**src/grid_explorer_move_selector_unit_macros.svh**
```systemverilog
// Assertion macros shared by the move selector RTL.
`ifndef GRID_EXPLORER_MOVE_SELECTOR_UNIT_MACROS_SVH
`define GRID_EXPLORER_MOVE_SELECTOR_UNIT_MACROS_SVH

// Condition must never hold outside reset.
`define GEMS_ASSERT_NEVER(lbl, expr, msg) \
  lbl: assert property (@(posedge clk) disable iff (rst) !(expr)) else $error(msg);

// Same-cycle implication.
`define GEMS_ASSERT_IMPLIES(lbl, pre, post, msg) \
  lbl: assert property (@(posedge clk) disable iff (rst) (pre) |-> (post)) else $error(msg);

// Next-cycle implication.
`define GEMS_ASSERT_NEXT(lbl, pre, post, msg) \
  lbl: assert property (@(posedge clk) disable iff (rst) (pre) |=> (post)) else $error(msg);

`endif

```
**src/gems_pkg.sv**
```systemverilog
// Shared types, constants and helpers of the move selector.
`timescale 1ns / 1ps
package gems_pkg;

  localparam int MAX_SIDE_DEF   = 64;
  localparam int MAX_AGENTS_DEF = 16;

  localparam int COORD_IN_W = 6;
  localparam int SLOT_W     = 4;
  localparam int GRID_REG_W = 7;
  localparam int PEN_W      = 10;
  localparam int NEAR_W     = 8;
  localparam int SCORE_W    = 24;
  localparam int OUT_SCORE_W = 16;
  localparam int CFG_IDX_W  = 4;
  localparam int CFG_DATA_W = 10;
  localparam int VISIT_W    = 8;

  localparam logic signed [SCORE_W-1:0] SAT_HI = SCORE_W'(32767);
  localparam logic signed [SCORE_W-1:0] SAT_LO = -SCORE_W'(32767);
  localparam logic signed [OUT_SCORE_W-1:0] BLOCKED_OUT = 16'sh8000;

  typedef enum logic [1:0] {
    OP_WALL   = 2'd0,
    OP_PLACE  = 2'd1,
    OP_CLEAR  = 2'd2,
    OP_CHOOSE = 2'd3
  } opcode_t;

  typedef enum logic [1:0] {
    MV_UP    = 2'd0,
    MV_DOWN  = 2'd1,
    MV_LEFT  = 2'd2,
    MV_RIGHT = 2'd3
  } move_t;

  typedef enum logic [CFG_IDX_W-1:0] {
    CFG_GRID_WIDTH  = 4'd0,
    CFG_GRID_HEIGHT = 4'd1,
    CFG_WALLS_EN    = 4'd2,
    CFG_UNVISITED   = 4'd3,
    CFG_REVISIT     = 4'd4,
    CFG_PROXIMITY   = 4'd5,
    CFG_GUIDANCE    = 4'd6,
    CFG_BACKTRACK   = 4'd7
  } cfg_reg_t;

  typedef enum logic [1:0] {
    MAC_HOLD = 2'd0,
    MAC_CLR  = 2'd1,
    MAC_ADD  = 2'd2,
    MAC_SUB  = 2'd3
  } mac_op_t;

  // agent table answer for one probed cell
  typedef struct packed {
    logic              hit;
    logic [NEAR_W-1:0] near_cnt;
  } agent_probe_t;

  function automatic logic signed [1:0] step_dx(input move_t d);
    logic signed [1:0] r;
    case (d)
      MV_LEFT:  r = 2'sb11;
      MV_RIGHT: r = 2'sb01;
      default:  r = 2'sb00;
    endcase
    return r;
  endfunction

  function automatic logic signed [1:0] step_dy(input move_t d);
    logic signed [1:0] r;
    case (d)
      MV_UP:   r = 2'sb11;
      MV_DOWN: r = 2'sb01;
      default: r = 2'sb00;
    endcase
    return r;
  endfunction

endpackage

```
**src/gems_mac.sv**
```systemverilog
// Shared multiply-accumulate unit for move scoring.
`timescale 1ns / 1ps
module gems_mac (
  input  logic                                  clk,
  input  gems_pkg::mac_op_t                     op,
  input  logic [gems_pkg::NEAR_W-1:0]           a,
  input  logic [gems_pkg::PEN_W-1:0]            b,
  output logic signed [gems_pkg::SCORE_W-1:0]   acc
);
  import gems_pkg::*;

  logic [NEAR_W+PEN_W-1:0]    prod;
  logic signed [SCORE_W-1:0]  prod_s;

  assign prod   = a * b;
  assign prod_s = $signed(SCORE_W'(prod));

  always_ff @(posedge clk) begin
    unique case (op)
      MAC_CLR:  acc <= '0;
      MAC_ADD:  acc <= acc + prod_s;
      MAC_SUB:  acc <= acc - prod_s;
      MAC_HOLD: acc <= acc;
      default:  acc <= acc;
    endcase
  end

endmodule

```
**config.mk**
```make
export PLATFORM = sky130hd
export DESIGN_NAME = gems_mac
export DESIGN_NICKNAME = d
export VERILOG_FILES = /design/src/grid_explorer_move_selector_unit_macros.svh /design/src/gems_pkg.sv /design/src/gems_mac.sv
export SDC_FILE = /design/constraint.sdc
export NUM_CORES = 1
export LEC_CHECK = 0
export BUFFER_PORTS_ARGS = -buffer_cell sky130_fd_sc_hd__buf_4
export CORE_ASPECT_RATIO = 0.5
export CORE_MARGIN = 4
export CORE_UTILIZATION = 35
export DETAILED_ROUTE_END_ITERATION = 8
export GPL_TIMING_DRIVEN = 0
export PLACE_DENSITY_LB_ADDON = 0.1
export SYNTH_ARGS = -nofsm -noshare
export SYNTH_HDL_FRONTEND = slang
export SYNTH_SLANG_ARGS = --single-unit
```
**constraint.sdc**
```tcl
create_clock -name clk -period 18.5 [get_ports clk]
set_clock_uncertainty 0.2 [all_clocks]
set_input_delay 0.925 -clock clk [delete_from_list [all_inputs] [get_ports clk]]
set_output_delay 0.925 -clock clk [all_outputs]
set_load 0.01 [all_outputs]
```
# [Yosys cells after proc, flatten, opt, wreduce, memory -nomap -nowiden]
# Cells that the tools add are included.
[word_totals] ff_bits=24 latchBits=0 mem_bits_rw=0 mem_bits_ro=0 input_bits=21 output_inout_bits=24 word_cells=9 mem_count=0
[op_classes] add_sub_neg=2 multipliers=1 div_mod_pow=0 n_lt_le_gt_ge=0 eq_ne=3 shifts=0 mux=1 bitwise=0 n_reduce_logical=1
[op_table] operator="$pmux 24 s3" n=1
[op_table] operator="$add 24x19->24" n=1
[op_table] operator="$sub 24x19->24" n=1
[op_table] operator="$mul 8x10->18" n=1
[op_table] operator="$eq 2x2->1 const B" n=2
[op_table] operator="$eq 2x1->1 const B" n=1
[op_table] operator="$logic_not 2->1" n=1

# [Longest topological paths before layout]
[depth] word_depth=3 depth_mapped=30 mapped_depth_nobuf=29

# [Worst setup path after synthesis]
# No wires, ideal clock.
[synth_timing] path_type="input to register" from="input port b[1] (netlist bit)" to="register acc[23] (netlist bit) (data pin)" setup_ps=255 t_arrival_ps=6952 required_ps=18045 path_slack_ps=11093 cell_stages=26 path_buffers=1 path_cell_list="and2_1 fa_1 fa_1 fa_1 inv_1 fa_1 inv_1 ha_1 buf_6 a2111oi_4 o21ai_2 a21o_1 a311oi_4 nor3b_2 nor2_1 xnor2_1 ha_1 a21o_1 a21o_1 a21o_1 a21oi_1 o21ai_0 a211oi_1 a21oi_1 xnor2_1 and2_1"
[synth_via] elab_chain_len=3 elab_cells_between_ends=4 cone_classes="add/sub (2); mul (1); mux (1)"
[synth_rtl] element="from (decl)" line_no="gems_mac.sv:7" source="input logic [gems_pkg::PEN_W-1:0] b,"
[synth_rtl] element="$mul 8x10->18 *" line_no="gems_mac.sv:15" source="assign prod = a * b;"
[synth_rtl] element="$sub 24x19->24 / $add 24x19->24 (equally long branches)" line_no="gems_mac.sv:22, gems_mac.sv:21"
[synth_rtl] element="$pmux 24 s3 *" line_no="gems_mac.sv:19" source="unique case (op)"
[synth_rtl] element="to (signal assigned)" line_no="gems_mac.sv:21" source="MAC_ADD: acc <= acc + prod_s;"
[synth_rtl] element="to (signal assigned)" line_no="gems_mac.sv:22" source="MAC_SUB: acc <= acc - prod_s;"
[synth_rtl] element="to (decl)" line_no="gems_mac.sv:8" source="output logic signed [gems_pkg::SCORE_W-1:0] acc"
# Mark *: on every way between the ends. The rest lies on a longest branch, timed or not.
# A chain may end at the register's enable or synchronous reset.

# [Worst setup path in the final report]
[layout_timing] from="input port b[0] (netlist bit)" to="register acc[23] (netlist bit) (data pin)"
# Same word-level chain as after synthesis.

==> results.txt <==
RSZ-0062 raised after global routing: false
routed wl met3: 281 um
Final setup viols: 0
TNS Setup: 0 ns
Die Ht: 94.06 um
syn nets: 713
total routed wirelength: 11.90 mm
Post-Synth Simple-Gate Area: 20.06%
Crit. path cell count: 29
Post-synth EDFFs: 24
xor/xnor share of the synthesized area: 7.965%
DRT met1 WL: 6.964 mm
static leakage: 2.769 nW
max-cap violations: 0
min cycle time layout: 7.980 ns
Remaining Overflow, GRT: 0
Critical Path Most Common Cell: fa_1
outcome: completed
number of antenna-violating nets in the routed design: 0
slew at the pin with the worst max-slew slack: 0.6445 ns
Tcrit/Tclk final: 43.13%
WP buf/inv: 5
Die ar.: 0.01694 mm^2
layout overhead on the synthesized area: 12.45%
Gate Count Post-Synth: 581
TritonCTS clock tree: built
post-synthesis mux area share: 0.1931%
Arr. time, crit path: 7.80 ns
Slew Viols, Final: 0
initial core utilization: 35.83%
element type at the critical path start: input port
diodes inserted: 0
CP required: 18.32 ns
Hold Crit Class: flop to flop
gr usage total: 14.64%
Max Used Layer: met4
most flop-heavy register: acc
flops & latches, synth: 24
worst hold path depth: 3
Slew HR: 57.03%
PwrDens: 197.5 mW/mm^2
boundary pin count: 45
synth unique cells: 57
antenna violations before repair: 0
CTS max path bufs: 2
sequential-to-total area share from yosys stat: 13.90%
Num CTS Buffers: 3
Final Hold Violating Endpoints: 0
max reg flops: 24
Async S/R FF share, synth: 0%
Peak VDD IR: 0.0001397 V
CP max stage delay: 0.56 ns
largest net degree at the start of global routing: 25
Place WS: 10.28 ns
Largest regs: acc: 24 flops
largest family of logic cells by synthesized area: adder cells
Crit Path Max Fanout: 9
post-CTS resize count: 0
global-route wire length before repair: 20.80 mm
type of the worst setup path: input port to flop
CTS Sinks: 24
Slowest-stage cell, CP: fa_1
H-tree Lvls: 1
critical path endpoint category: flop
Post-Synth Adder-Cell Area: 33.89%
DR pass1 iterations: 4
WL/cell: 14.43 um
post-synthesis compound-gate area fraction: 17.33%
layout cell share with drive strength beyond 1: 11.16%
DR iter-0 viols: 174
Die W: 180.1 um
Fmax: 125.3 MHz
# DRC: 0
cell area after synthesis: 0.005184 mm^2
number of synthesis warnings: 0
vias per inst: 4.884
RePlAce Congestion: 0.7673
Avg Cell Area, Syn: 8.922 um^2
Clk Latency, worst-skew pair: 0.26 ns
met2 WL: 4.603 mm
ys flop type: edfxtp_1
fin nets: 761
setup bufs post-CTS: 0
vias: 4029
port bufs: 43
row cnt: 31
number of global-route vias before repair: 4057
Core Footprint: 0.01447 mm^2
Clk pin slew, worst setup/hold paths: 0.07 ns
Post-CTS Hold Buffers: 0
family with the most delay on the worst path: adder cells
worst reg-to-reg path cell count: 13
HPWL after detailed placement: 9.869 mm
clock root cell: clkbuf_16
slack of the critical path: 10.52 ns
==> through the flow <==
step	util (%)	cells	power [mW]	cell area, um^2	hold slack [ns]
6_report	40.29	825	1.152	5829	0.5802
5_1_grt	40.29	825	1.288	5829	0.6457
4_1_cts	40.29	825	1.159	5829	0.5896
3_5_place_dp	39.77	822	1.097	5754	0.5832
3_3_place_gp	39.77	822	1.102	5754	0.5660
2_1_floorplan	-	581	0.8863	5184	0.6049
==> cell usage after synthesis (2+ instances only) <==
library cell | n | share of area, %
nand3_1 | 4 | 0.39
or2_2 | 2 | 0.24
a21oi_1 | 33 | 3.2
nor3_1 | 3 | 0.29
edfxtp_1 | 24 | 14
nand2b_1 | 4 | 0.48
o21ai_1 | 4 | 0.39
ha_1 | 62 | 15
nand2_1 | 41 | 3.0
or4_1 | 2 | 0.29
nor2_1 | 29 | 2.1
clkbuf_1 | 4 | 0.29
a211oi_1 | 5 | 0.72
nand4_1 | 5 | 0.60
o21bai_1 | 5 | 0.72
fa_1 | 49 | 19
a211oi_2 | 3 | 0.72
a31oi_1 | 7 | 0.84
buf_4 | 2 | 0.29
and2_1 | 86 | 10
o211ai_1 | 6 | 0.87
nor4_1 | 2 | 0.24
o21a_1 | 8 | 1.2
buf_6 | 2 | 0.43
o2111ai_1 | 2 | 0.34
o2111a_1 | 2 | 0.43
o21ai_0 | 17 | 1.6
a31o_2 | 3 | 0.51
inv_1 | 75 | 5.4
xnor2_1 | 28 | 4.7
xor2_1 | 16 | 2.7
nor2b_1 | 3 | 0.36
and3_1 | 3 | 0.36
a21o_1 | 17 | 2.5
==> routing by layer <==
metal / global-route usage (%) / vias up
met3: 1.121 / 6
met5: 0 / -
met4: 1.635 / 0
met2: 21.30 / 45
li1: - / 2065
met1: 23.98 / 1913
==> layout by cell type, fill, tap and decap left out, drive strengths merged, types with 4 or more instances in the layout <==
cell    netlist  layout
a211oi        8       8
a21o         17      17
a21oi        33      33
a31oi         7       7
and2         86      86
buf           4      47
clkbuf        4       7
edfxtp       24      24
fa           49      49
ha           62      62
inv          75      75
nand2        42      42
nand2b        4       4
nand3         4       4
nand4         6       6
nor2         29      29
o211ai        7       7
o21a          8       8
o21ai        22      22
o21bai        5       5
xnor2        28      28
xor2         17      17
==> worst reg2reg max path: cells and delay by family, from the launching register on <==
| kind | cells | cell delay (ns) |
|---|---|---|
| AOI/OAI and AO/OA | 7 | 1.64 |
| adders and majority gates | 2 | 0.58 |
| DFF | 1 | 0.39 |
| and+or+nand+nor | 1 | 0.15 |
| buffers and inverters | 2 | 0.13 |
| xor gates and xnor gates | 1 | 0.08 |
==> report_power, final <==
group / switching (mW) / internal, mW
logic: 0.555 / 0.430
registers: 0.0153 / 0.103
clock network: 0.0194 / 0.0287
total: 0.590 / 0.562
==> layout make-up <==
cell class,count,area (um^2)
plain buffers,9,63.81
clock buffers,3,75.07
fillers,1481,8638
inverters,75,281.5
multi-input cells,473,4118
flip-flops and latches,24,720.7
well taps,198,247.7
repair buffers,43,322.8
==> path summary, 6_finish.rpt <==
path / from / end / slack, ns
max: b[0] / acc[23] / 10.52
max reg2reg: acc[0] / acc[20] / 15.11
min reg2reg: acc[0] / acc[0] / 0.58
min: acc[0] / acc[0] / 0.58
==> logic make-up (layout without fill, tap and decap cells) <==
group,Yosys count,in the layout
mux,1,1
fa+ha+maj,111,111
compound gates,124,124
xor+xnor,45,45
buf+inv,84,130
flops,24,24
simple gates,192,192
No activity file was read; power rests on OpenSTA's default activity.
