[config.mk]
export PLATFORM = sky130hd
export DESIGN_NAME = gems_agent_table
export DESIGN_NICKNAME = d
export VERILOG_FILES = /design/src/grid_explorer_move_selector_unit_macros.svh /design/src/gems_pkg.sv /design/src/gems_agent_table.sv
export SDC_FILE = /design/constraint.sdc
export NUM_CORES = 1
export LEC_CHECK = 0
export BUFFER_PORTS_ARGS = -buffer_cell sky130_fd_sc_hd__buf_2
export CORE_UTILIZATION = 51
export DETAILED_ROUTE_END_ITERATION = 10
export PLACE_DENSITY_LB_ADDON = 0.05
export SYNTH_ARGS = -nofsm -noshare
export SYNTH_HDL_FRONTEND = slang
export SYNTH_SLANG_ARGS = --single-unit
[constraint.sdc]
create_clock -name clk -period 14.1 [get_ports clk]
set_clock_uncertainty 0.15 [all_clocks]
set_input_delay 0.705 -clock clk [delete_from_list [all_inputs] [get_ports clk]]
set_output_delay 0.705 -clock clk [all_outputs]
set_load 0.005 [all_outputs]
[src/grid_explorer_move_selector_unit_macros.svh]
// Assertion macros shared by the move selector RTL.
`ifndef GRID_EXPLORER_MOVE_SELECTOR_UNIT_MACROS_SVH
`define GRID_EXPLORER_MOVE_SELECTOR_UNIT_MACROS_SVH

// Condition must never hold outside reset.
`define GEMS_ASSERT_NEVER(lbl, expr, msg) \
  lbl: assert property (@(posedge clk) disable iff (rst) !(expr)) else $error(msg);

// Same-cycle implication.
`define GEMS_ASSERT_IMPLIES(lbl, pre, post, msg) \
  lbl: assert property (@(posedge clk) disable iff (rst) (pre) |-> (post)) else $error(msg);

// Next-cycle implication.
`define GEMS_ASSERT_NEXT(lbl, pre, post, msg) \
  lbl: assert property (@(posedge clk) disable iff (rst) (pre) |=> (post)) else $error(msg);

`endif

[src/gems_pkg.sv]
// Shared types, constants and helpers of the move selector.
`timescale 1ns / 1ps
package gems_pkg;

  localparam int MAX_SIDE_DEF   = 64;
  localparam int MAX_AGENTS_DEF = 16;

  localparam int COORD_IN_W = 6;
  localparam int SLOT_W     = 4;
  localparam int GRID_REG_W = 7;
  localparam int PEN_W      = 10;
  localparam int NEAR_W     = 8;
  localparam int SCORE_W    = 24;
  localparam int OUT_SCORE_W = 16;
  localparam int CFG_IDX_W  = 4;
  localparam int CFG_DATA_W = 10;
  localparam int VISIT_W    = 8;

  localparam logic signed [SCORE_W-1:0] SAT_HI = SCORE_W'(32767);
  localparam logic signed [SCORE_W-1:0] SAT_LO = -SCORE_W'(32767);
  localparam logic signed [OUT_SCORE_W-1:0] BLOCKED_OUT = 16'sh8000;

  typedef enum logic [1:0] {
    OP_WALL   = 2'd0,
    OP_PLACE  = 2'd1,
    OP_CLEAR  = 2'd2,
    OP_CHOOSE = 2'd3
  } opcode_t;

  typedef enum logic [1:0] {
    MV_UP    = 2'd0,
    MV_DOWN  = 2'd1,
    MV_LEFT  = 2'd2,
    MV_RIGHT = 2'd3
  } move_t;

  typedef enum logic [CFG_IDX_W-1:0] {
    CFG_GRID_WIDTH  = 4'd0,
    CFG_GRID_HEIGHT = 4'd1,
    CFG_WALLS_EN    = 4'd2,
    CFG_UNVISITED   = 4'd3,
    CFG_REVISIT     = 4'd4,
    CFG_PROXIMITY   = 4'd5,
    CFG_GUIDANCE    = 4'd6,
    CFG_BACKTRACK   = 4'd7
  } cfg_reg_t;

  typedef enum logic [1:0] {
    MAC_HOLD = 2'd0,
    MAC_CLR  = 2'd1,
    MAC_ADD  = 2'd2,
    MAC_SUB  = 2'd3
  } mac_op_t;

  // agent table answer for one probed cell
  typedef struct packed {
    logic              hit;
    logic [NEAR_W-1:0] near_cnt;
  } agent_probe_t;

  function automatic logic signed [1:0] step_dx(input move_t d);
    logic signed [1:0] r;
    case (d)
      MV_LEFT:  r = 2'sb11;
      MV_RIGHT: r = 2'sb01;
      default:  r = 2'sb00;
    endcase
    return r;
  endfunction

  function automatic logic signed [1:0] step_dy(input move_t d);
    logic signed [1:0] r;
    case (d)
      MV_UP:   r = 2'sb11;
      MV_DOWN: r = 2'sb01;
      default: r = 2'sb00;
    endcase
    return r;
  endfunction

endpackage

[src/gems_agent_table.sv]
// Other-agent slots with a registered occupancy and proximity probe.
`timescale 1ns / 1ps
module gems_agent_table #(
  parameter int MAX_AGENTS = gems_pkg::MAX_AGENTS_DEF,
  parameter int XW         = 8
) (
  input  logic                                   clk,
  input  logic                                   rst,
  input  logic                                   wr_en,
  input  logic                                   wr_place,
  input  logic [gems_pkg::SLOT_W-1:0]            wr_slot,
  input  logic [gems_pkg::COORD_IN_W-1:0]        wr_x,
  input  logic [gems_pkg::COORD_IN_W-1:0]        wr_y,
  input  logic signed [XW-1:0]                   probe_x,
  input  logic signed [XW-1:0]                   probe_y,
  output gems_pkg::agent_probe_t                 probe_res
);
  import gems_pkg::*;

  logic                  agent_valid [MAX_AGENTS];
  logic [COORD_IN_W-1:0] agent_x     [MAX_AGENTS];
  logic [COORD_IN_W-1:0] agent_y     [MAX_AGENTS];
  agent_probe_t          probe_c;

  // slot valid bits
  always_ff @(posedge clk) begin
    if (rst) begin
      for (int i = 0; i < MAX_AGENTS; i++) agent_valid[i] <= 1'b0;
    end else if (wr_en) begin
      for (int i = 0; i < MAX_AGENTS; i++) begin
        if (int'(wr_slot) == i) agent_valid[i] <= wr_place;
      end
    end
  end

  // slot positions
  always_ff @(posedge clk) begin
    if (wr_en && wr_place) begin
      for (int i = 0; i < MAX_AGENTS; i++) begin
        if (int'(wr_slot) == i) begin
          agent_x[i] <= wr_x;
          agent_y[i] <= wr_y;
        end
      end
    end
  end

  // Manhattan distance to every slot in parallel
  always_comb begin
    logic signed [XW:0] dx;
    logic signed [XW:0] dy;
    logic        [XW:0] man_dist;
    probe_c = '0;
    for (int i = 0; i < MAX_AGENTS; i++) begin
      dx       = (XW+1)'(probe_x) - $signed((XW+1)'(agent_x[i]));
      dy       = (XW+1)'(probe_y) - $signed((XW+1)'(agent_y[i]));
      man_dist = (dx < 0 ? -dx : dx) + (dy < 0 ? -dy : dy);
      if (agent_valid[i]) begin
        if (man_dist == '0) probe_c.hit = 1'b1;
        if (man_dist == (XW+1)'(1) || man_dist == (XW+1)'(2)) begin
          probe_c.near_cnt = probe_c.near_cnt + NEAR_W'(1);
        end
      end
    end
  end

  always_ff @(posedge clk) begin
    probe_res <= probe_c;
  end

endmodule

Word-level counts from Yosys, hierarchy flattened
Memories as Yosys holds them, arrays and structs flattened.
Index checks and enable logic that the tools add are counted.
{ "classes": {"n_eq_ne": 47, "reduce_logical": 64, "addsub": 95, "n_bitwise": 16, "magnitude_cmp": 32, "mux": 284} }
{ "op_table": {"columns": ["operator", "count"], "rows": [
  ["9-bit 2-to-1 mux", 48],
  ["9-bit by 1-bit less-than comparator with 1-bit output (second input constant)", 32],
  ["9-bit negation", 32],
  ["8-bit by 7-bit subtractor with 9-bit output", 32],
  ["6-bit 2-to-1 mux", 30],
  ["6-bit OR reduction", 30],
  ["1-bit 2-to-1 mux", 161],
  ["9-bit adder", 16],
  ["9-bit by 1-bit == test with 1-bit output (second input constant)", 16],
  ["9-bit by 2-bit == test with 1-bit output (second input constant)", 16],
  ["9-bit logical NOT", 16],
  ["8-bit by 1-bit adder with 8-bit output (second input constant)", 15],
  ["4-bit 2-to-1 mux", 30],
  ["8-bit 2-to-1 mux", 15],
  ["4-bit == test (second input constant)", 8],
  ["4-bit by 3-bit == test with 1-bit output (second input constant)", 4],
  ["1-bit logical OR", 16],
  ["1-bit OR", 16],
  ["4-bit by 2-bit == test with 1-bit output (second input constant)", 2],
  ["4-bit by 1-bit == test with 1-bit output (second input constant)", 1],
  ["4-bit logical NOT", 1],
  ["1-bit logical AND", 1]
]} }
{ "totals": {"input_bits": 36, "word_cells": 543, "ramBits": 208, "output_inout_bits": 9, "ff_bits": 9, "n_memories": 3} }
{ "memory_table": {"columns": ["name", "depth", "width", "read_ports", "rd_ports_with_merged_regs", "write_ports", "line", "text"], "rows": [
  ["agent_x", 16, 6, 16, 0, 1, "gems_agent_table.sv:21", "logic [COORD_IN_W-1:0] agent_x [MAX_AGENTS];"],
  ["agent_y", 16, 6, 16, 0, 1, "gems_agent_table.sv:22", "logic [COORD_IN_W-1:0] agent_y [MAX_AGENTS];"],
  ["agent_valid", 16, 1, 16, 0, 16, "gems_agent_table.sv:20", "logic agent_valid [MAX_AGENTS];"]
]} }

Longest topological paths before layout
Gate-level depths: netlist of the first run.
An unclocked memory read counts as a cell.
{ "depth": {"ltp_word": 54, "mapped_depth": 67, "ltp_nobuf": 66} }

Least setup slack after synthesis of the first run
No wires, ideal clock.
{ "synth_path": {"path_type": "input -> register", "start": "in probe_x[0]", "end": "reg probe_res[6] (netlist bit)", "arrival_ps": 12986, "slack_ps": 837, "stages": 61, "t_required_ps": 13822, "cell_sequence": "inv_1 > ha_1 > inv_1 > fa_1 > a21o_1 > a21oi_1 > xnor2_1 > or2_2 > nor2_1 > or4b_2 > o21ai_0 > ha_1 > a211o_1 > a221oi_1 > o2111ai_1 > nor4_2 > ha_1 > mux2i_4 > [25 not listed] > inv_1 > ha_1 > nand2_1 > o21ai_0 > ha_1 > mux2_2 > ha_1 > o22a_1 > o21a_1 > ha_1 > mux2_2 > ha_1 > mux2_2 > ha_1 > and3_1 > and4_1 > o21ai_1 > xnor2_1"} }
{ "synth_rtl": {"columns": ["item", "line", "text"], "rows": [
  ["start: declaration", "gems_agent_table.sv:14", "input logic signed [XW-1:0] probe_x,"],
  ["end signal: assignment", "gems_agent_table.sv:68", "probe_res <= probe_c;"],
  ["end: declaration", "gems_agent_table.sv:16", "output gems_pkg::agent_probe_t probe_res"]
]} }

==> run summary, run 1 <==
The setup check on the worst reg-to-reg path leaves a slack of 0.87 ns. In the layout the commonest cells are 365 x sky130_fd_sc_hd__ha_1, 343 x sky130_fd_sc_hd__inv_1, 262 x sky130_fd_sc_hd__xnor2_1. At the worst endpoint, the arrival time is 13.65 ns. The run gives 217 as the number of sinks on the clock net. The multi-input combinational cells in the finished layout cover a total of 18800 um2.

The detailed router finished its first iteration with 1557 violations. For the remaining antenna violation count, the log shows 0. The final critical path takes up 94.4% of the cycle. The shortest clock period the worst path allows after layout was 13.31 ns. The tools report the end point of the worst hold path as agent_valid[1][0]. The tools report the hold slack as 0.505 ns. Critical path buffer and inverter count: 8. In the routed design, unresolved DRC markers number 0. The most frequent standard cell in the layout excluding fill and tap cells was sky130_fd_sc_hd__ha_1.

Power spread over the standard cell area amounts to 94.2 nW/um2. The run gives 51500 um2 as the core area. The slowest stage of the critical path belongs to the cell sky130_fd_sc_hd__or4b_2.

The average wire per cell in the routed design came out at 19.7 um. Based on the critical path, the design can be clocked at up to 75.1 MHz. The count of maximum capacitance violations is 0.

In this run the critical register-to-register path is captured at probe_res[6]. Of all nets on the critical path, the largest fanout is 5. The flip-flop and latch count after synthesis came out at 217.

In this design, the largest share of critical-path delay is due to adder cells. For this run, the leading register cell type out of synthesis is sky130_fd_sc_hd__edfxtp_1. Initial cell density of the core: 51.7%. Hold repair after CTS inserted 0 buffers. Compared with the post-synthesis result, the final layout area differs by 8.36%. The total number of nets in the final design is 3465. The number of pins with negative max-slew slack in the final report is 0.

Synthesis produced a netlist with a net count of 3396. Entering global routing, the biggest net connects 51 pins. At the end of routability-driven placement, the weighted congestion stood at 0.899. For the detailed-router iteration count before antenna repair, the log shows 5. During I/O placement, the number of pins put on the boundary was 45. The clock root buffer master was sky130_fd_sc_hd__clkbuf_16. The register area was 6430 um2. Yosys mapped a number of flops with a built-in enable equal to 208.

The number of setup violations in the final report is 0. The launching instance or port of the critical path is probe_x[0]. The count of cells along the worst hold path works out to 2.

Summing every instance area after synthesis gives 26700 um2. The initial antenna violation count is 9. In this run the core area contains 83 standard-cell rows.

The final wirelength is 73.4 mm. CTS buffer count: 28. TritonCTS built the clock tree. Headroom to the max-slew limit came out at 20.6%. VDD sags by at most 105 uV.

The count of placed standard cells including taps was 3662; the count of vias placed by the detailed router was 21.8k. The die is 231 um wide. The share of the Yosys chip area taken by registers is 24.1%. At the worst endpoint, the required time is 14.43 ns. In this run the static leakage power is 12.9 nW.

The worst setup path is launched from an input pin. The worst hold-check path type is in -> reg. The total routing resource utilization after global routing was 27.7%; the routed via count divided by cell count was 5.86.

The cell seen most often among critical-path stages was sky130_fd_sc_hd__ha_1. In this run the vertical extent of the chip is 231 um. The type of element capturing the critical path was a register.

The number of distinct library cells after synthesis is 108. Counting along the longest clock path gives a buffer depth of 3. The run gives 0 as the number of warnings printed during yosys synthesis. The worst register-to-register path begins at agent_x[0][0].

The tools report the number of failing hold endpoints at the final stage as 0. Gate count after technology mapping: 2945. The number of I/O port buffers was 44. The largest single stage delay on the critical path is 0.61 ns. The layout has 4650 filler cells. The clock slew at the register clock pins of the worst setup and hold paths works out to 0.06 ns.

The worst setup path is of the in -> reg kind. The number of cells on the worst reg-to-reg path is 59. For the total half-perimeter wirelength after legalization and detailed placement, the log shows 55.3 mm. The number of global-route vias before repair is 21.0k, and the slew at the pin closest to its max-slew limit is 1.19 ns. The flow ran to the end, and the final reports show no timing, DRC or antenna violations. A synthesized cell averages 9.05 um2. First-pass GRT wire length: 114 mm. The worst hold path begins at rst. Cells with a size suffix above 1 make up 8.90% of the layout. The post-layout instance count excluding filler cells was 3719. The full die area is 53200 um2.

For the worst-skew pair, the clock arrives at the later sink with an insertion delay of 0.59 ns. Counting flops with an async set or reset pin after synthesis yields a share of 0%. The H-tree depth was 1; the global route total overflow was 0.
## power breakdown
group | internal, W | switching [W]
Combinational | 0.000507 | 0.000712
Sequential | 0.000719 | 0.00000580
Clock | 0.000474 | 0.000304
Total | 0.00170 | 0.00102
## cell type report
class	instances	share of cell area, %
diodes	4	0.0347
clock buffers	31	2.46
clock inverters	20	0.957
inverters	344	4.47
multi-input cells	2336	65.0
flip-flops and latches	217	22.2
well taps	680	2.95
repair buffers	87	1.88
## stage by stage
step                      setup TNS (ns)  setup WS (ns)  power, W  util [%]  instance area, um2
after CTS                              0          0.728   0.00272      55.9               28800
after detailed placement               0          0.213   0.00193      54.0               27800
after global placement                 0          0.460   0.00190      54.0               27800
after floorplan                        0          0.837   0.00166         -               26700
final                                  0          0.787   0.00272      56.1               28900
after global routing             -0.0258        -0.0258   0.00289      56.1               28900
## worst max-delay path by stage
stage / end / slack, ns / cells after the start
after detailed placement: probe_res[6] / 0.21 / 63
after floorplan: probe_res[6] / 0.84 / 61
after CTS: probe_res[6] / 0.73 / 63
after global placement: probe_res[6] / 0.46 / 63
final: probe_res[6] / 0.79 / 61
after global routing: probe_res[6] / -0.03 / 66
## state kept, by name (all words and copies together) (netlist names)
register,flops
probe_res,9
agent_y,96
agent_x,96
agent_valid,16
## worst reg2reg max path: cells and delay by family (launching register included)
kind | cells | cell delay [ns]
compound gates | 15 | 2.69
xor+xnor | 4 | 0.61
fa+ha+maj | 16 | 4.67
buf+inv | 6 | 0.56
flops | 1 | 0.32
mux | 7 | 1.76
simple gates | 11 | 2.39
## routing by layer
layer  vias to the layer above  share of wire, %  track usage, %
li1                      10693                 -               -
met1                     10476                46            37.4
met2                       497                46            47.0
met3                       123               4.6            2.69
met4                         0               3.2            7.70
met5                         -                 0               0
## Yosys cell counts, types with 33 or more instances
library cell	count	area, um2
sky130_fd_sc_hd__a21o_1	148	1110
sky130_fd_sc_hd__a21oi_1	116	581
sky130_fd_sc_hd__clkbuf_1	33	124
sky130_fd_sc_hd__edfxtp_1	208	6250
sky130_fd_sc_hd__fa_1	48	961
sky130_fd_sc_hd__ha_1	367	4590
sky130_fd_sc_hd__inv_1	343	1290
sky130_fd_sc_hd__mux2_2	34	383
sky130_fd_sc_hd__nand2_1	117	439
sky130_fd_sc_hd__nand2b_1	43	269
sky130_fd_sc_hd__nand3_1	53	265
sky130_fd_sc_hd__nor2_1	234	878
sky130_fd_sc_hd__nor2b_1	89	557
sky130_fd_sc_hd__nor3_1	47	235
sky130_fd_sc_hd__nor4_1	35	219
sky130_fd_sc_hd__o21ai_0	137	686
sky130_fd_sc_hd__o21bai_1	41	308
sky130_fd_sc_hd__xnor2_1	262	2290
sky130_fd_sc_hd__xor2_1	122	1070
## kinds of logic after synthesis
| group | count (synthesis) | synth area share [%] |
|---|---|---|
| xor+xnor | 401 | 14.0 |
| compound gates | 648 | 16.6 |
| buf+inv | 392 | 5.62 |
| mux | 50 | 2.16 |
| fa+ha+maj | 416 | 20.9 |
| flops | 217 | 24.1 |
| simple gates | 821 | 16.6 |
## what timing repair did
| action | 4_1_cts | 5_1_grt |
|---|---|---|
| setup buffers | 0 | 2 |
| endpoints found under the hold margin | 0 | 0 |
| setup endpoints to repair | 0 | 3 |
| resized for setup | 0 | 12 |
(Power assumes the default switching activity.)
==> run 2: changes to the inputs <==
Settings changed: CORE_ASPECT_RATIO set to 1.25, REMOVE_ABC_BUFFERS set to 1.
==> run 2 against run 1 <==
Compared with the run above: via count decreased by 1.4%; first-iteration DRC count fell by 7.8%; register-to-register slack improved by 0.12 ns; largest cell class unchanged; hold slack better by 0.097 ns; flip-flop and latch count did not move; critical path depth rose by 1; power increased by 0.24%; fmax is 0.55% higher; cell count decreased by 0.83%.
==> run summary, run 2 (synthesized netlist as in run 1, its figures left out) <==
The longest individual stage delay on the worst path was 0.60 ns (about the same). The count of standard-cell rows came out at 93 (+12%). Height of the die: 258 um (+12%). STA classifies the critical path startpoint as an input pin. The total chip power was 0.00273 W (+0.24%). The tightest slew margin relative to the limit is 15.9% (-4.7 points), and the slew at the pin closest to its max-slew limit is 1.26 ns (+0.0698 ns). The tools report the global route total overflow as 0 (unchanged). The root buffer cell chosen for the clock tree is sky130_fd_sc_hd__clkbuf_16. The last weighted congestion value of the routability-driven placer is 0.875 (-2.7%). The layout filler cell count came out at 4698 (+1.0%). For the number of buffers inserted by post-CTS setup repair, the log shows 0 (unchanged).

The number of setup violations in the final report was 0 (unchanged). The core area was 51500 um2 (about the same); the worst IR drop on VDD was 96.2 uV (-8.1%). The worst hold path belongs to the class in -> reg. The tools report the initial DRC count as 1435 (-7.8%).

TritonCTS built the clock tree. The worst-case clock buffer depth came out at 3 (unchanged). The category of the critical setup timing path was in -> reg. The worst-path maximum fanout was 6 (+1).

Data arrival time of the worst path: 13.57 ns (-0.08 ns). The hold slack was 0.602 ns (+0.0969 ns); the post-layout instance count excluding filler cells was 3688 (-0.83%). The tools report the total leakage power as 12.8 nW (-0.33%).

The clock network latency to the later pin of the worst-skew pair is 0.55 ns (-0.04 ns), and the total half-perimeter wirelength after legalization and detailed placement is 55.3 mm (about the same). The maximum clock frequency came out at 75.5 MHz (+0.55%). In the layout the commonest cells are 367 x sky130_fd_sc_hd__ha_1, 343 x sky130_fd_sc_hd__inv_1, 262 x sky130_fd_sc_hd__xnor2_1. The run gives 14.43 ns (about the same) as the required time of the worst setup path. The flow ran to the end, and the final reports show no timing, DRC or antenna violations. The logs give 0 (unchanged) for the number of failing hold endpoints at the final stage and 53200 um2 (about the same) for the full die area.

The run gives 20.7k (-1.3%) as the number of global-route vias before repair. Counting stages on the worst path, the most repeated cell is sky130_fd_sc_hd__ha_1. The total power density per cell area works out to 94.9 nW/um2 (+0.68%).

The clock slew at the register clock pins of the worst setup and hold paths works out to 0.06 ns (about the same). The run gives 3640 (-0.60%) as the count of placed standard cells including taps. The tools report the type of element capturing the critical path as a register. The shortest clock period the worst path allows after layout was 13.24 ns (-0.0732 ns); the count of vias placed by the detailed router was 21.5k (-1.4%). The tools report the number of sinks on the clock net as 217 (unchanged).

The run gives 76.4 mm (+4.1%) as the final wirelength. The share of cells above drive strength 1 works out to 8.21% (-0.68 points). The run gives 96 (+88%) as the maximum number of pins on one net before global-route repair. The initial cell density of the core was 51.7% (about the same). The total routing resource utilization after global routing was 28.7% (+0.98 points); the first-pass GRT wire length was 115 mm (+0.27%). The total number of nets in the final design was 3453 (-0.35%); the die extent in x was 206 um (-10%). The largest individual stage delay along the critical path comes from the cell sky130_fd_sc_hd__or4b_2. Leaving out fill and tap cells, the most frequent cell in the layout is sky130_fd_sc_hd__ha_1.

The routed via count divided by cell count is 5.82 (-0.58%). For the H-tree depth, the log shows 1 (unchanged). The tools report the total of hold buffers inserted after clock tree synthesis as 0 (unchanged). Remaining antenna violation count: 0 (unchanged). Average wire per cell in the routed design: 20.7 um (+5.0%). The number of I/O port buffers came out at 44 (unchanged). The run gives 45 (unchanged) as the I/O pin total. The final sum of negative setup slack was 0 ns (unchanged).

The final worst-path cycle share works out to 93.9% (-0.52 points). For the initial antenna violation count, the log shows 10 (+1). Setup repair after global routing left no endpoint under its margin.

The final routed DRC violation total was 0 (unchanged). The largest registers in the layout are agent_x (96), agent_y (96), agent_valid (16). The tools report the detailed-router iteration count before antenna repair as 5 (unchanged). Compared with the post-synthesis result, the final layout area differs by 7.89%.

The CTS buffer count is 25 (-11%), and the number of pins with negative max-slew slack in the final report is 0 (unchanged). The number of resized instances in the post-cts repair step came out at 0 (unchanged). Count of maximum capacitance violations: 0 (unchanged).
run 2: cell count changes in the layout (fill, tap and decap cells not counted), moves of 3 or more:
cell                        previous run  this run
sky130_fd_sc_hd__buf_4                43        33
sky130_fd_sc_hd__bufinv_16             6         9
sky130_fd_sc_hd__clkbuf_16            28        25
sky130_fd_sc_hd__nor2_1              230       233
run 2: path summary, 6_finish.rpt:
check | from | end | slack [ns] | depth (start not counted)
min reg2reg | agent_valid[0][0] | probe_res[8] | 0.89 | 6
min | wr_y[1] | agent_y[1][43] | 0.60 | 1
max reg2reg | agent_x[0][0] | probe_res[6] | 0.99 | 60
max | probe_x[0] | probe_res[6] | 0.86 | 62
run 2: area by class of cell:
class	instances	area, um2	share of cell area, %
Antenna cell	3	7.51	0.0261
Clock buffer	29	661	2.30
Clock inverter	16	313	1.09
Inverter	344	1290	4.49
Multi-Input combinational cell	2336	18700	65.2
Sequential cell	217	6430	22.3
Tap cell	665	832	2.89
Timing Repair Buffer	78	488	1.70
run 2: power by group:
part           total, W  leakage [nW]  switching, W  internal [W]
clock network  0.000784         0.471      0.000285      0.000499
registers      0.000724          1.96    0.00000572      0.000719
logic           0.00122          10.4      0.000714      0.000505
total           0.00273          12.8       0.00101       0.00172
run 2: metrics by stage:
step                      utilization, %  setup WS, ns  area, um2
after CTS                           55.8         0.692      28700
after global placement              53.9         0.395      27800
after floorplan                        -         0.840      26400
after detailed placement            53.9         0.132      27800
final                               55.8         0.860      28800
after global routing                55.8        0.0195      28800
run 2: routing by layer:
metal	GRT usage [%]	vias up	wire (um)
li1	-	10659	-
met1	35.5	10217	32000
met2	50.2	472	37300
met3	3.00	132	4050
met4	11.8	2	3050
met5	0	-	12
run 2: critical path: cells and delay by family:
family	cells	cell delay, ns
AO/OA/AOI/OAI	16	2.93
adder cells (fa/ha/maj)	16	4.79
multiplexers	7	1.56
XOR/XNOR	3	0.43
AND/OR/NAND/NOR	12	2.44
buffers and inverters	8	0.73
